$ cat src/rtl/core/adsr_pkg.sv
package adsr_pkg;

   localparam int LEVEL_BITS = 16;
   localparam int TIME_BITS  = 24;
   localparam int STEP_FRAC  = 32 - LEVEL_BITS;
   localparam int DIV_BITS   = 48;

   localparam logic [1:0] CMD_TICK    = 2'd0;
   localparam logic [1:0] CMD_TRIGGER = 2'd1;
   localparam logic [1:0] CMD_RELEASE = 2'd2;

   localparam logic [2:0] PH_IDLE    = 3'd0;
   localparam logic [2:0] PH_ATTACK  = 3'd1;
   localparam logic [2:0] PH_DECAY   = 3'd2;
   localparam logic [2:0] PH_SUSTAIN = 3'd3;
   localparam logic [2:0] PH_RELEASE = 3'd4;

   localparam logic [1:0] SHAPE_EXP   = 2'd0;
   localparam logic [1:0] SHAPE_PARAB = 2'd1;
   localparam logic [1:0] SHAPE_LIN   = 2'd2;
   localparam logic [1:0] SHAPE_INST  = 2'd3;

   localparam logic [2:0] REG_MAX     = 3'd0;
   localparam logic [2:0] REG_MIN     = 3'd1;
   localparam logic [2:0] REG_ATTACK  = 3'd2;
   localparam logic [2:0] REG_DECAY   = 3'd3;
   localparam logic [2:0] REG_SUSTAIN = 3'd4;
   localparam logic [2:0] REG_SHAPE   = 3'd5;
   localparam logic [2:0] REG_RATE    = 3'd6;

endpackage

$ cat src/rtl/core/adsr_div.sv
// Restoring divider, one quotient bit per cycle
module adsr_div (
   input  logic                           clock,
   input  logic                           reset,
   input  logic                           start,
   input  logic [adsr_pkg::DIV_BITS-1:0]  dividend,
   input  logic [adsr_pkg::TIME_BITS-1:0] divisor,
   output logic [adsr_pkg::DIV_BITS-1:0]  quotient,
   output logic                           done
);
   import adsr_pkg::*;

   localparam int CNT_BITS = $clog2(DIV_BITS + 1);

   logic [DIV_BITS-1:0]  quo_ff, quo_in;
   logic [TIME_BITS:0]   rem_ff, rem_in;
   logic [TIME_BITS-1:0] dvs_ff, dvs_in;
   logic [CNT_BITS-1:0]  cnt_ff, cnt_in;
   logic                 run_ff, run_in, done_ff, done_in;
   logic [TIME_BITS+1:0] trial;

   always_comb begin
      quo_in  = quo_ff;
      rem_in  = rem_ff;
      dvs_in  = dvs_ff;
      cnt_in  = cnt_ff;
      run_in  = run_ff;
      done_in = 1'b0;
      trial   = {rem_ff, quo_ff[DIV_BITS-1]} - {2'b00, dvs_ff};
      if (start) begin
         quo_in = dividend;
         rem_in = '0;
         dvs_in = divisor;
         cnt_in = CNT_BITS'(DIV_BITS);
         run_in = 1'b1;
      end else if (run_ff) begin
         // shift one dividend bit into the remainder and try a subtract
         if (!trial[TIME_BITS+1]) begin
            rem_in = trial[TIME_BITS:0];
            quo_in = {quo_ff[DIV_BITS-2:0], 1'b1};
         end else begin
            rem_in = {rem_ff[TIME_BITS-1:0], quo_ff[DIV_BITS-1]};
            quo_in = {quo_ff[DIV_BITS-2:0], 1'b0};
         end
         cnt_in = cnt_ff - 1'b1;
         if (cnt_ff == CNT_BITS'(1)) begin
            run_in  = 1'b0;
            done_in = 1'b1;
         end
      end
   end

   always_ff @(posedge clock) begin
      if (reset) begin
         run_ff  <= 1'b0;
         done_ff <= 1'b0;
         cnt_ff  <= '0;
      end else begin
         run_ff  <= run_in;
         done_ff <= done_in;
         cnt_ff  <= cnt_in;
      end
      quo_ff <= quo_in;
      rem_ff <= rem_in;
      dvs_ff <= dvs_in;
   end

   assign quotient = quo_ff;
   assign done     = done_ff;
endmodule

$ cat src/rtl/core/adsr_mul.sv
// Shift-add multiplier, one multiplier bit per cycle
module adsr_mul (
   input  logic        clock,
   input  logic        reset,
   input  logic        start,
   input  logic [39:0] mcand,
   input  logic [31:0] mplier,
   output logic [63:0] product,
   output logic        done
);
   import adsr_pkg::*;

   logic [63:0] acc_ff, acc_in;
   logic [63:0] mc_ff, mc_in;
   logic [31:0] mp_ff, mp_in;
   logic [5:0]  cnt_ff, cnt_in;
   logic        run_ff, run_in, done_ff, done_in;

   always_comb begin
      acc_in  = acc_ff;
      mc_in   = mc_ff;
      mp_in   = mp_ff;
      cnt_in  = cnt_ff;
      run_in  = run_ff;
      done_in = 1'b0;
      if (start) begin
         acc_in = '0;
         mc_in  = {24'd0, mcand};
         mp_in  = mplier;
         cnt_in = 6'd32;
         run_in = 1'b1;
      end else if (run_ff) begin
         if (mp_ff[0]) acc_in = acc_ff + mc_ff;
         mc_in  = {mc_ff[62:0], 1'b0};
         mp_in  = {1'b0, mp_ff[31:1]};
         cnt_in = cnt_ff - 1'b1;
         if (cnt_ff == 6'd1) begin
            run_in  = 1'b0;
            done_in = 1'b1;
         end
      end
   end

   always_ff @(posedge clock) begin
      if (reset) begin
         run_ff  <= 1'b0;
         done_ff <= 1'b0;
         cnt_ff  <= '0;
      end else begin
         run_ff  <= run_in;
         done_ff <= done_in;
         cnt_ff  <= cnt_in;
      end
      acc_ff <= acc_in;
      mc_ff  <= mc_in;
      mp_ff  <= mp_in;
   end

   assign product = acc_ff;
   assign done    = done_ff;
endmodule

$ cat src/rtl/core/adsr_envelope_generator_unit.sv
// ADSR envelope generator.
// req_ channel: one command per transfer. tdata = {level_in[15:0], cmd[1:0]}
// (cmd lowest, zero filled to 24 bits). cmd 0 tick, 1 trigger, 2 release.
// rsp_ channel: one result per command. tdata = {phase, active, level_out}
// (level_out lowest, zero filled to 24 bits).
// csr_ channel: register index and write data; write only while idle.
// Path from an accepted command to rsp_tvalid: release, unknown commands, idle
// ticks and triggers that do not raise the level go straight to the output
// state; a sustain, instant or first exponential release tick passes the tick
// and finish states; other ticks add one serial multiply (ramp offset, linear
// drop or retention), a parabolic release tick two multiplies, and a trigger
// that raises the level two serial divisions for the slopes. One command is
// in work at a time; the next is taken from the cycle the result is presented.
// A finished result waits in the output register while req_tready rises for
// the next command, so a stalled receiver holds only that one result.
// Reset is synchronous: control, configuration and envelope registers return to
// their reset values (data registers do not); the envelope is idle at level 0.
module adsr_envelope_generator_unit (
   input  logic        clock,
   input  logic        reset,
   input  logic        req_tvalid,
   output logic        req_tready,
   input  logic [23:0] req_tdata,   // cmd[1:0], level_in[17:2]
   output logic        rsp_tvalid,
   input  logic        rsp_tready,
   output logic [23:0] rsp_tdata,   // level_out[15:0], active[16], phase[19:17]
   input  logic        csr_valid,
   output logic        csr_ready,
   input  logic [2:0]  csr_index,
   input  logic [31:0] csr_data
);
   import adsr_pkg::*;

   localparam logic [31:0] STEP_LIM = 32'h7FFF_FFFF;

   typedef enum logic [3:0] {
      S_IDLE, S_DIV_A, S_DIV_D, S_TICK, S_MUL1, S_MUL2, S_FINISH, S_OUT
   } state_type;

   // configuration
   logic [15:0] max_ff, min_ff, rate_ff;
   logic [23:0] atk_ff, dec_ff;
   logic [24:0] sus_ff;
   logic [1:0]  shape_ff;

   // envelope state
   logic [15:0] level_ff, sus_lvl_ff, expf_ff;
   logic [23:0] elapsed_ff;
   logic [31:0] astep_ff, dstep_ff;
   logic        active_ff, held_ff;

   state_type   state_ff;
   logic        neg_ff;
   logic [63:0] prod_ff;
   logic        rsp_valid_ff;
   logic [23:0] rsp_data_ff;
   logic        div_go_ff, div_go_in, mul_go_ff, mul_go_in;
   logic        div_done, mul_done;
   logic        out_load;

   logic [DIV_BITS-1:0]  div_dvd, div_q;
   logic [TIME_BITS-1:0] div_dvs;
   logic [39:0]          mul_a;
   logic [31:0]          mul_b;
   logic [63:0]          mul_p;

   // derived timing points
   logic [24:0] sus_start;
   logic [25:0] rel_point;
   logic [16:0] diff_a, diff_d;
   logic [23:0] t_left;
   logic [23:0] t_dec;
   logic [31:0] sat_q;
   logic [16:0] exp_f;
   logic [15:0] lvl_above;
   logic [2:0]  ph_next;
   logic        tick_mul;

   // level arithmetic
   logic [41:0]        off;
   logic [17:0]        sum_up, sum_exp0, sum_exp;
   logic [15:0]        lvl_up, lvl_dn;
   logic [63:0]        drop;
   logic signed [42:0] v;

   adsr_div u_div (
      .clock(clock), .reset(reset), .start(div_go_ff), .dividend(div_dvd),
      .divisor(div_dvs), .quotient(div_q), .done(div_done)
   );
   adsr_mul u_mul (
      .clock(clock), .reset(reset), .start(mul_go_ff), .mcand(mul_a),
      .mplier(mul_b), .product(mul_p), .done(mul_done)
   );

   assign req_tready = (state_ff == S_IDLE);
   assign csr_ready  = 1'b1;
   assign rsp_tvalid = rsp_valid_ff;
   assign rsp_tdata  = rsp_data_ff;
   assign out_load   = (state_ff == S_OUT) && (!rsp_valid_ff || rsp_tready);

   assign sus_start = {1'b0, atk_ff} + {1'b0, dec_ff};
   assign rel_point = {1'b0, sus_start} + {1'b0, sus_ff};
   assign diff_a    = {1'b0, max_ff} - {1'b0, level_ff};
   assign diff_d    = {1'b0, sus_lvl_ff} - {1'b0, max_ff};
   assign t_left    = atk_ff - elapsed_ff - 24'd1;
   assign t_dec     = elapsed_ff - atk_ff;
   assign sat_q     = (div_q > DIV_BITS'(STEP_LIM)) ? STEP_LIM : div_q[31:0];
   assign exp_f     = 17'h10000 - {1'b0, rate_ff};
   assign lvl_above = (level_ff > min_ff) ? level_ff - min_ff : 16'd0;

   always_comb begin
      if (!active_ff)                              ph_next = PH_IDLE;
      else if (!held_ff)                           ph_next = PH_RELEASE;
      else if (elapsed_ff < atk_ff)                ph_next = PH_ATTACK;
      else if ({1'b0, elapsed_ff} < sus_start)     ph_next = PH_DECAY;
      else                                         ph_next = PH_SUSTAIN;
   end

   // start pulses for the serial units
   always_comb begin
      tick_mul = !(held_ff && {1'b0, elapsed_ff} >= sus_start) &&
                 !(!held_ff && shape_ff == SHAPE_INST) &&
                 !(!held_ff && shape_ff == SHAPE_EXP && elapsed_ff == 24'd0);
      div_go_in = ((state_ff == S_IDLE) && req_tvalid && req_tready &&
                   (req_tdata[1:0] == CMD_TRIGGER) && (req_tdata[17:2] > level_ff)) ||
                  ((state_ff == S_DIV_A) && div_done);
      mul_go_in = ((state_ff == S_TICK) && tick_mul) ||
                  ((state_ff == S_MUL1) && mul_done && !held_ff &&
                   (shape_ff == SHAPE_PARAB));
   end

   // unit operands, chosen by the state in which the unit starts
   always_comb begin
      div_dvd = '0;
      div_dvs = atk_ff;
      mul_a   = '0;
      mul_b   = '0;
      case (state_ff)
         S_DIV_A: begin
            div_dvd = DIV_BITS'({diff_a[16] ? -diff_a : diff_a, 16'd0});
            div_dvs = atk_ff;
         end
         S_DIV_D: begin
            div_dvd = DIV_BITS'({diff_d[16] ? -diff_d : diff_d, 16'd0});
            div_dvs = dec_ff;
         end
         S_MUL1: begin
            if (held_ff && elapsed_ff < atk_ff) begin
               mul_a = {8'd0, astep_ff[31] ? -astep_ff : astep_ff};
               mul_b = {8'd0, t_left};
            end else if (held_ff) begin
               mul_a = {8'd0, dstep_ff[31] ? -dstep_ff : dstep_ff};
               mul_b = {8'd0, t_dec};
            end else if (shape_ff == SHAPE_EXP) begin
               mul_a = {24'd0, lvl_above};
               mul_b = {16'd0, expf_ff};
            end else begin
               mul_a = {24'd0, rate_ff};
               mul_b = {8'd0, elapsed_ff};
            end
         end
         S_MUL2: begin
            // rate * t times t again for the parabola
            mul_a = prod_ff[39:0];
            mul_b = {8'd0, elapsed_ff};
         end
         default: ;
      endcase
   end

   // ramp, retention and release drop levels
   always_comb begin
      off      = prod_ff[57:16];
      sum_up   = {2'b0, max_ff} + ((off > 42'hFFFF) ? 18'h1FFFF : {2'b0, off[15:0]});
      lvl_up   = (sum_up > 18'hFFFF) ? 16'hFFFF : sum_up[15:0];
      lvl_dn   = (off >= {26'd0, max_ff}) ? 16'd0 : max_ff - off[15:0];
      sum_exp0 = {2'b0, min_ff} + {2'b0, sus_lvl_ff};
      sum_exp  = {2'b0, min_ff} + {2'b0, prod_ff[31:16]};
      if (shape_ff == SHAPE_PARAB) begin
         if (elapsed_ff >= 24'h100000)
            drop = (rate_ff != 0) ? 64'h100_0000_0000 : 64'd0;
         else drop = {8'd0, mul_p[63:8]};
      end else drop = {8'd0, prod_ff[63:8]};
      if (drop > 64'h100_0000_0000) drop = 64'h100_0000_0000;
      v = $signed({27'd0, sus_lvl_ff}) - $signed({2'b0, drop[40:0]});
   end

   always_ff @(posedge clock) begin
      if (reset) begin
         max_ff       <= 16'hFFFF;
         min_ff       <= '0;
         atk_ff       <= '0;
         dec_ff       <= '0;
         sus_ff       <= '1;
         shape_ff     <= SHAPE_LIN;
         rate_ff      <= 16'd256;
         level_ff     <= '0;
         sus_lvl_ff   <= '0;
         expf_ff      <= 16'hFFFF;
         elapsed_ff   <= '0;
         astep_ff     <= '0;
         dstep_ff     <= '0;
         active_ff    <= 1'b0;
         held_ff      <= 1'b0;
         state_ff     <= S_IDLE;
         rsp_valid_ff <= 1'b0;
         neg_ff       <= 1'b0;
         div_go_ff    <= 1'b0;
         mul_go_ff    <= 1'b0;
      end else begin
         div_go_ff <= div_go_in;
         mul_go_ff <= mul_go_in;
         // result register: load a finished result, clear after its transfer
         if (out_load) rsp_valid_ff <= 1'b1;
         else if (rsp_tready) rsp_valid_ff <= 1'b0;
         // register writes
         if (csr_valid && csr_ready) begin
            case (csr_index)
               REG_MAX:     max_ff   <= csr_data[15:0];
               REG_MIN:     min_ff   <= csr_data[15:0];
               REG_ATTACK:  atk_ff   <= csr_data[23:0];
               REG_DECAY:   dec_ff   <= csr_data[23:0];
               REG_SUSTAIN: sus_ff   <= csr_data[24:0];
               REG_SHAPE:   shape_ff <= csr_data[1:0];
               REG_RATE:    rate_ff  <= csr_data[15:0];
               default: ;
            endcase
         end
         case (state_ff)
            S_IDLE: begin
               if (req_tvalid && req_tready) begin
                  case (req_tdata[1:0])
                     CMD_TICK:
                        state_ff <= active_ff ? S_TICK : S_OUT;
                     CMD_TRIGGER: begin
                        active_ff <= 1'b1;
                        held_ff   <= 1'b1;
                        if (req_tdata[17:2] > level_ff) begin
                           sus_lvl_ff <= req_tdata[17:2];
                           elapsed_ff <= '0;
                           state_ff   <= S_DIV_A;
                        end else state_ff <= S_OUT;
                     end
                     CMD_RELEASE: begin
                        elapsed_ff <= '0;
                        held_ff    <= 1'b0;
                        expf_ff    <= exp_f[16] ? 16'hFFFF : exp_f[15:0];
                        state_ff   <= S_OUT;
                     end
                     default: state_ff <= S_OUT;
                  endcase
               end
            end
            S_DIV_A: begin
               if (div_done) begin
                  astep_ff <= (atk_ff == '0) ? 32'd0 : (diff_a[16] ? -sat_q : sat_q);
                  state_ff <= S_DIV_D;
               end
            end
            S_DIV_D: begin
               if (div_done) begin
                  dstep_ff <= (dec_ff == '0) ? 32'd0 : (diff_d[16] ? -sat_q : sat_q);
                  state_ff <= S_OUT;
               end
            end
            S_TICK: begin
               // sustain, instant and the first exponential release tick need no multiply
               if (held_ff && {1'b0, elapsed_ff} >= sus_start) begin
                  level_ff <= sus_lvl_ff;
                  if (!sus_ff[24] && {2'b0, elapsed_ff} >= rel_point) begin
                     elapsed_ff <= '0;
                     held_ff    <= 1'b0;
                     expf_ff    <= exp_f[16] ? 16'hFFFF : exp_f[15:0];
                  end
                  state_ff <= S_FINISH;
               end else if (!held_ff && shape_ff == SHAPE_INST) begin
                  neg_ff   <= 1'b1;
                  state_ff <= S_FINISH;
               end else if (!held_ff && shape_ff == SHAPE_EXP && elapsed_ff == 0) begin
                  level_ff <= sum_exp0[16] ? 16'hFFFF : sum_exp0[15:0];
                  neg_ff   <= (sus_lvl_ff == 0);
                  state_ff <= S_FINISH;
               end else begin
                  state_ff <= S_MUL1;
                  neg_ff   <= 1'b0;
               end
            end
            S_MUL1: begin
               if (mul_done) begin
                  prod_ff  <= mul_p;
                  state_ff <= S_MUL2;
               end
            end
            S_MUL2: begin
               if (!held_ff && shape_ff == SHAPE_PARAB && !mul_done) begin
                  // wait for the second multiply
               end else begin
                  if (held_ff) begin
                     if (elapsed_ff < atk_ff)
                        level_ff <= astep_ff[31] ? lvl_up : lvl_dn;
                     else
                        level_ff <= dstep_ff[31] ? lvl_dn : lvl_up;
                  end else if (shape_ff == SHAPE_EXP) begin
                     level_ff <= sum_exp[16] ? 16'hFFFF : sum_exp[15:0];
                     neg_ff   <= (prod_ff[31:16] == 0);
                  end else begin
                     if (v <= $signed({27'd0, min_ff})) neg_ff <= 1'b1;
                     else level_ff <= (v > 43'sh0FFFF) ? 16'hFFFF : v[15:0];
                  end
                  state_ff <= S_FINISH;
               end
            end
            S_FINISH: begin
               if (neg_ff) begin
                  sus_lvl_ff <= '0;
                  level_ff   <= min_ff;
                  active_ff  <= 1'b0;
                  elapsed_ff <= 24'd1;
               end else if (elapsed_ff != 24'hFFFFFF) elapsed_ff <= elapsed_ff + 24'd1;
               neg_ff   <= 1'b0;
               state_ff <= S_OUT;
            end
            S_OUT: begin
               // hold here while the previous result still waits
               if (out_load) begin
                  rsp_data_ff <= {4'd0, ph_next, active_ff, level_ff};
                  state_ff    <= S_IDLE;
               end
            end
            default: state_ff <= S_IDLE;
         endcase
      end
   end

   // a waiting result stays put until its transfer
   a_rsp_stable: assert property (@(posedge clock) disable iff (reset)
      (rsp_tvalid && !rsp_tready) |=> (rsp_tvalid && $stable(rsp_tdata)))
      else $error("result changed while waiting");
   // the output state is always followed by a valid result
   a_out_sets_valid: assert property (@(posedge clock) disable iff (reset)
      (state_ff == S_OUT) |=> rsp_valid_ff) else $error("result not presented");
   // idle envelope reports idle phase
   a_idle_phase: assert property (@(posedge clock) disable iff (reset)
      (rsp_valid_ff && !rsp_data_ff[16]) |-> (rsp_data_ff[19:17] == PH_IDLE))
      else $error("phase not idle while inactive");
endmodule
$ cat config.mk
export PLATFORM = sky130hd
export DESIGN_NAME = adsr_envelope_generator_unit
export DESIGN_NICKNAME = d
export VERILOG_FILES = /design/src/rtl/core/adsr_pkg.sv /design/src/rtl/core/adsr_div.sv /design/src/rtl/core/adsr_mul.sv /design/src/rtl/core/adsr_envelope_generator_unit.sv
export SDC_FILE = /design/constraint.sdc
export NUM_CORES = 2
export LEC_CHECK = 0
export ABC_AREA = 1
export BUFFER_PORTS_ARGS = -buffer_cell sky130_fd_sc_hd__buf_2
export CORE_ASPECT_RATIO = 1.1
export CORE_MARGIN = 8
export CORE_UTILIZATION = 45
export DETAILED_ROUTE_END_ITERATION = 10
export GPL_TIMING_DRIVEN = 0
export PLACE_DENSITY = 0.61
export RECOVER_POWER = 100
export SYNTH_ARGS = -nofsm -noshare
export SYNTH_HDL_FRONTEND = slang
export SYNTH_SLANG_ARGS = --single-unit
$ cat constraint.sdc
create_clock -name clock -period 9.95 [get_ports clock]
set_clock_uncertainty 0.05 [all_clocks]
set_input_delay 0 -clock clock [delete_from_list [all_inputs] [get_ports clock]]
set_output_delay 0 -clock clock [all_outputs]
set_load 0.005 [all_outputs]
# == Yosys cells after proc, flatten, opt, wreduce, memory -nomap -nowiden ==
# Index checks and enable logic that the tools add are counted.
# totals
input_bits,64
register_bits,626
output_inout_bits,27
# op_classes
order_cmp,14
n_addsub,24
muxes,116
n_eq_ne,41
bitwise,5
reduce_logical,73
# op_table
operator,n
2-to-1 mux 16 bit,27
2-to-1 mux 32 bit,11
2-to-1 mux 24 bit,10
2-to-1 mux 56 bit,2
2-to-1 mux 48 bit,2
negator 32 bit,3
one-hot mux 24 bit (2 select lines),2
2-to-1 mux 41 bit,2
2-to-1 mux 40 bit,2
one-hot mux 40 bit (2 select lines),1
zero test 24 bit,3
one-hot mux 24 bit (3 select lines),1
one-hot mux 33 bit (2 select lines),1
adder 64 bit,1
greater-than comparator 64 x 41 -> 1 bit (second input constant),1
one-hot mux 16 bit (2 select lines),2
2-to-1 mux 17 bit,3
greater-than comparator 48 x 31 -> 1 bit (second input constant),1
one-hot mux 16 bit (3 select lines),1
subtractor 24 bit,2
>= comparator 42 x 16 -> 1 bit,1
greater-than comparator 42 x 16 -> 1 bit (second input constant),1
greater-than comparator 42 x 17 -> 1 bit (second input constant),1
<= comparator 42 x 17 -> 1 bit,1
other kinds (65),191

# == Longest topological paths before layout ==
# depth
word_depth,14
mapped_depth,44

# == Cells and area by module ==
# A second synthesis with hierarchy kept.
# hier_totals
cells_unflattened,8112
area_unflattened_um2,52653.0
# by_module_without_submodules
module,cells_each,area_per_inst_um2,instances
adsr_envelope_generator_unit,5144,33781.1,1
adsr_mul,2075,12508.2,1
adsr_div,893,6363.6,1

# == Worst setup path before layout ==
# No wires, ideal clock.
# synth_path
kind,reg2reg
start,register state_ff[2]
end,register prod_ff[0] (enable)
path_buffers,3
stages_incl_launch_ff,8
required_time_ns,9.336
arrival_ns,5.769
slack_ns,3.567
cell_sequence,dfxtp_1 -> clkbuf_1 -> inv_1 -> nor2_1 -> inv_1 -> clkbuf_1 -> buf_1 -> nor3_1
# synth_via
elab_chain_len,2
# synth_rtl
element,line_no,text
from (decl),adsr_envelope_generator_unit.sv:52,state_type state_ff;
from (signal assigned),adsr_envelope_generator_unit.sv:234,state_ff <= active_ff ? S_TICK : S_OUT;
== test 4 x 3 -> 1 bit,adsr_envelope_generator_unit.sv:229,case (state_ff)
AND reduction 3 bit (no source line),n/a,
to (signal assigned),adsr_envelope_generator_unit.sv:290,prod_ff <= mul_p;
to (decl),adsr_envelope_generator_unit.sv:54,logic [63:0] prod_ff;
# No other way between the ends.
# A chain may end at the register's enable or synchronous reset.

# == Worst setup path after layout ==
# layout_path
start,register atk_ff[0]
end,register elapsed_ff[22]
# layout_via
elab_chain_len,6
# layout_rtl
element,line_no,text
from (decl),adsr_envelope_generator_unit.sv:42,"logic [23:0] atk_ff, dec_ff;"
from (signal assigned),adsr_envelope_generator_unit.sv:221,REG_ATTACK: atk_ff <= csr_data[23:0];
adder 24 x 24 -> 25 bit *,adsr_envelope_generator_unit.sv:101,"assign sus_start = {1'b0, atk_ff} + {1'b0, dec_ff};"
adder 25 x 25 -> 26 bit,adsr_envelope_generator_unit.sv:102,"assign rel_point = {1'b0, sus_start} + {1'b0, sus_ff};"
>= comparator 24 x 26 -> 1 bit,adsr_envelope_generator_unit.sv:270,"if (!sus_ff[24] && {2'b0, elapsed_ff} >= rel_point) begin"
logical AND 1 bit,adsr_envelope_generator_unit.sv:270,
inequality test 2 x 1 -> 1 bit (no source line),n/a,
AND reduction 7 bit (no source line) *,n/a,
to (signal assigned),adsr_envelope_generator_unit.sv:319,end else if (elapsed_ff != 24'hFFFFFF) elapsed_ff <= elapsed_ff + 24'd1;
to (decl),adsr_envelope_generator_unit.sv:48,logic [23:0] elapsed_ff;
# Every way passes the cells marked *; elsewhere a longest branch is shown, timed or not.

==> results.md <==
* Result of the run: finished, violations left
* Violated checks: capacitance limit, slew limit
* Number of synthesis warnings at 0
* Overall routed net length at slightly above 200000 um
* Core box area at roughly 110000 um2
* Min Clock Period, post-route at about 7.8 ns
* Maximum ir drop on the vdd rail at 0.000189 V
* Simple-gate area share of the yosys netlist at 0.236
* Crit path max-delay cell type: sky130_fd_sc_hd__clkbuf_1
* Clock insertion delay at the later pin of the skew report at just under 0.7 ns
* # Post-CTS Setup Buffers at 0
* Die Y at between 300 and 400 um
* Placed Instance Area at ~51000 um2
* Cell count of the worst hold path at 4
* Share of final-layout standard cells stronger than drive strength 1 at 0.0345
* Hpwl dp at around 170000 um
* Wire length of the first global-routing pass at 298000 um
* Worst Hold Margin at between 0.06 and 0.07 ns
* Post-CTS Hold Fix Bufs at 53
* Element type at the critical path start: flip-flop
* Library cell with the largest summed area after synthesis: sky130_fd_sc_hd__dfxtp_1
* Total internal power at around 6.4 mW
* Count of final max-slew check failures at between 100 and 150
* Setup ws final at between 2 and 2.5 ns
* Leakage power at between 20 and 25 nW
* Path class of the lowest-slack min-delay path: primary input to flip-flop
* Part of the total power dissipated in combinational logic at 0.456
* Worst stage delay on the critical path at 0.50 ns
* Instance count of the mapped netlist at 6972
* Number of maximum-capacitance constraint violations at 5
* Number of failing hold endpoints at the final stage at 0
* Cell with the most instances after synthesis: sky130_fd_sc_hd__nand2_1
* Starting Density at 0.453
* Number of cells on the worst reg-to-reg path at 39
* Maximum clock frequency at ~130 MHz
* Via/cell ratio at around 5.8
* Path length in cells of the critical path at 39
* Post-route cell area at around 54000 um2
* Place WS at 2.49 ns
* WS Path Type: flip-flop to flip-flop
* RSZ-0062 raised after global routing: no
* Count of buffers inserted at the top-level ports at 71
* Layout overhead on the synthesized area at 10.7%
* Clock Sink Count at 617
* Reg2Reg Capture Point: elapsed_ff[22]
* Category of cells accounting for the largest share of critical-path delay: compound AO/OA/AOI/OAI gates
* Arithmetic-cell share of the synthesized area counting full adders, half adders and majority gates at 0.114
* Commonest register cell after synthesis: sky130_fd_sc_hd__dfxtp_1
* R2r setup slk at 2.14 ns
* Width of the die at ~330 um
* Worst max-slew margin expressed relative to the limit at -0.862
* Switching fraction of total power at 0.449
* Launch instance of the worst min-delay path: csr_data[24]
* Kind of end point of the critical path: flip-flop
* Number of global-route vias before repair at approximately 47000
* Relative contribution of the clock network to total power at 0.243
* Final core area utilization at 0.501
* GPL Wtd Cong at just over 1
* Most common cell type on the critical path: sky130_fd_sc_hd__nand2_1
* Mux contribution to synthesized area at 0
* Area fraction in compound gates after synthesis at 0.203
* Average instance area after synthesis at around 7 um2
* Router iterations before antenna repair at 8
* Synthesized cell area at approximately 48000 um2
* Buffering stage count on the worst path with inverters included at 3
* Total power consumption of the routed design at roughly 12 mW
* CTS Buf Count at 73
* Root buffer selected by CTS: sky130_fd_sc_hd__clkbuf_16
* Period Utilization, post-route at 0.784
* Power per standard cell area at roughly 220 nW/um2
* Seq cells post-synth at a little over 600
* Clock tree from TritonCTS: built
* Post-CTS sizing at 0
* Share of power burned in registers at 0.301
* Highest fanout seen on the critical path at 10
* Most frequent cells after synthesis: sky130_fd_sc_hd__nand2_1, sky130_fd_sc_hd__nor2_1, sky130_fd_sc_hd__inv_1
* Largest family of logic cells by synthesized area: simple AND/OR/NAND/NOR gates
* Yosys cell types at 67
* Final setup viols at 0
* Antenna violations before repair at 4
* Depth of the CTS H-tree at 3
* Vias after detailed routing at ~50000
* Wire length per cell after detailed routing at approximately 24 um
* Required time at the endpoint of the critical path at 10.45 ns
* Slew @ Worst Pin at approximately 2.8 ns
* Synth top area cells: sky130_fd_sc_hd__dfxtp_1, sky130_fd_sc_hd__edfxtp_1, sky130_fd_sc_hd__ha_1, sky130_fd_sc_hd__nand2_1, sky130_fd_sc_hd__a21oi_1
* Rows at between 100 and 150
* Global routing usage summed across all routing layers at 0.331
* DRT iter0 DRCs at roughly 5200
* Number of top-level pins at 91
* Die area at between 100000 and 150000 um2
* Net switching component of the power at between 5 and 6 mW
* DRC viols at 0
* EDFF count, synth at 220
* Top-area cell type share of the netlist area at 0.164
* Post-synthesis async set-or-reset flop share at 0
* Fraction of the yosys area taken by sequential cells at 0.300
* Endpoint arrival time on the critical path at 8.31 ns
* Endpoint of the worst hold-timing path: sus_ff[24]
* Worst flop-to-flop path startpoint: atk_ff[0]
* Count of antenna-violating nets left after detailed routing at 0
* Largest net degree at the start of global routing at between 60 and 70
* Number of nets in the layout at between 7000 and 8000
* GRT overflow at 0
* Clock-pin slew of the registers on the worst-case setup and hold paths at 0.07 ns
* Max clock buf depth at 3
* Xor-xnor portion of the synthesized cell area at 0.0593
==> worst register-to-register path, delay by kind of cell, from the launching register on <==
family / cells / cell delay (ns)
AO/OA/AOI/OAI: 13 / 2.41
XOR/XNOR: 2 / 0.28
adder cells (fa/ha/maj): 4 / 1.44
buffers and inverters: 3 / 0.74
flip-flops: 1 / 0.40
AND/OR/NAND/NOR: 17 / 2.36
==> layout by cell type, fill, tap and decap left out, types with 85 or more instances in the layout <==
| cell | instances |
|---|---|
| sky130_fd_sc_hd__a21oi_1 | 765 |
| sky130_fd_sc_hd__nor2_1 | 827 |
| sky130_fd_sc_hd__o21ai_0 | 600 |
| sky130_fd_sc_hd__nor3_1 | 119 |
| sky130_fd_sc_hd__nand4_1 | 85 |
| sky130_fd_sc_hd__xor2_1 | 238 |
| sky130_fd_sc_hd__ha_1 | 420 |
| sky130_fd_sc_hd__edfxtp_1 | 220 |
| sky130_fd_sc_hd__xnor2_1 | 90 |
| sky130_fd_sc_hd__dfxtp_1 | 397 |
| sky130_fd_sc_hd__clkbuf_1 | 267 |
| sky130_fd_sc_hd__nand2_1 | 1234 |
| sky130_fd_sc_hd__nand3_1 | 347 |
| sky130_fd_sc_hd__inv_1 | 826 |
==> logic make-up (layout without fill, tap and decap cells) <==
group	count (synthesis)	count (layout)
compound gates	1761	1761
buf+inv	1094	1361
flops	617	617
fa+ha+maj	433	433
xor+xnor	328	328
other cells	2	11
simple gates	2737	2737
==> per-layer routing <==
metal / wire (um) / GRT usage
met5: 11 / 0
met4: 11000 / 0.148
met3: 15600 / 0.0463
met2: 90600 / 0.530
met1: 87600 / 0.442
==> registers in the layout, indices dropped and copies added (netlist names), 25 cells and up <==
name	count
prod_ff	64
u_div.quotient	48
sus_ff	25
u_mul.product	64
u_div.rem_ff	25
u_mul.mc_ff	64
dstep_ff	32
astep_ff	32
==> per-stage QoR <==
stage / TNS [ns] / instances
finish: 0 / 8656
floorplan: 0 / 6975
global route: 0 / 8650
global placement: -15.11 / 8454
detailed placement: 0 / 8463
CTS: 0 / 8650
==> how the worst max path moves through the flow <==
stage	start	to	slack (ns)
floorplan	state_ff[2]	prod_ff[0]	3.57
global placement	state_ff[2]	prod_ff[50]	-0.24
detailed placement	atk_ff[0]	expf_ff[9]	2.49
CTS	atk_ff[0]	expf_ff[9]	2.41
global route	atk_ff[0]	expf_ff[4]	1.90
finish	atk_ff[0]	elapsed_ff[22]	2.14
==> power groups by stage <==
stage | clock (mW) | sequential [mW] | combinational, mW
floorplan | 0 | 3.29 | 3.75
global placement | 0 | 3.54 | 5.17
detailed placement | 0 | 3.54 | 5.20
CTS | 2.86 | 3.49 | 5.25
global route | 2.95 | 3.53 | 5.90
finish | 2.84 | 3.51 | 5.33
==> area by class of cell <==
| cell class | instances | area (um2) |
|---|---|---|
| diodes | 6 | 15.0 |
| plain buffers | 254 | 1080 |
| clock buffers | 100 | 2110 |
| clock inverters | 34 | 385 |
| fillers | 11000 | 53400 |
| inverters | 840 | 3150 |
| multi-input cells | 5264 | 29700 |
| flip-flops and latches | 617 | 14600 |
| well taps | 1408 | 1760 |
| repair buffers | 133 | 896 |
Note: power is estimated with default switching activity, not from simulation.
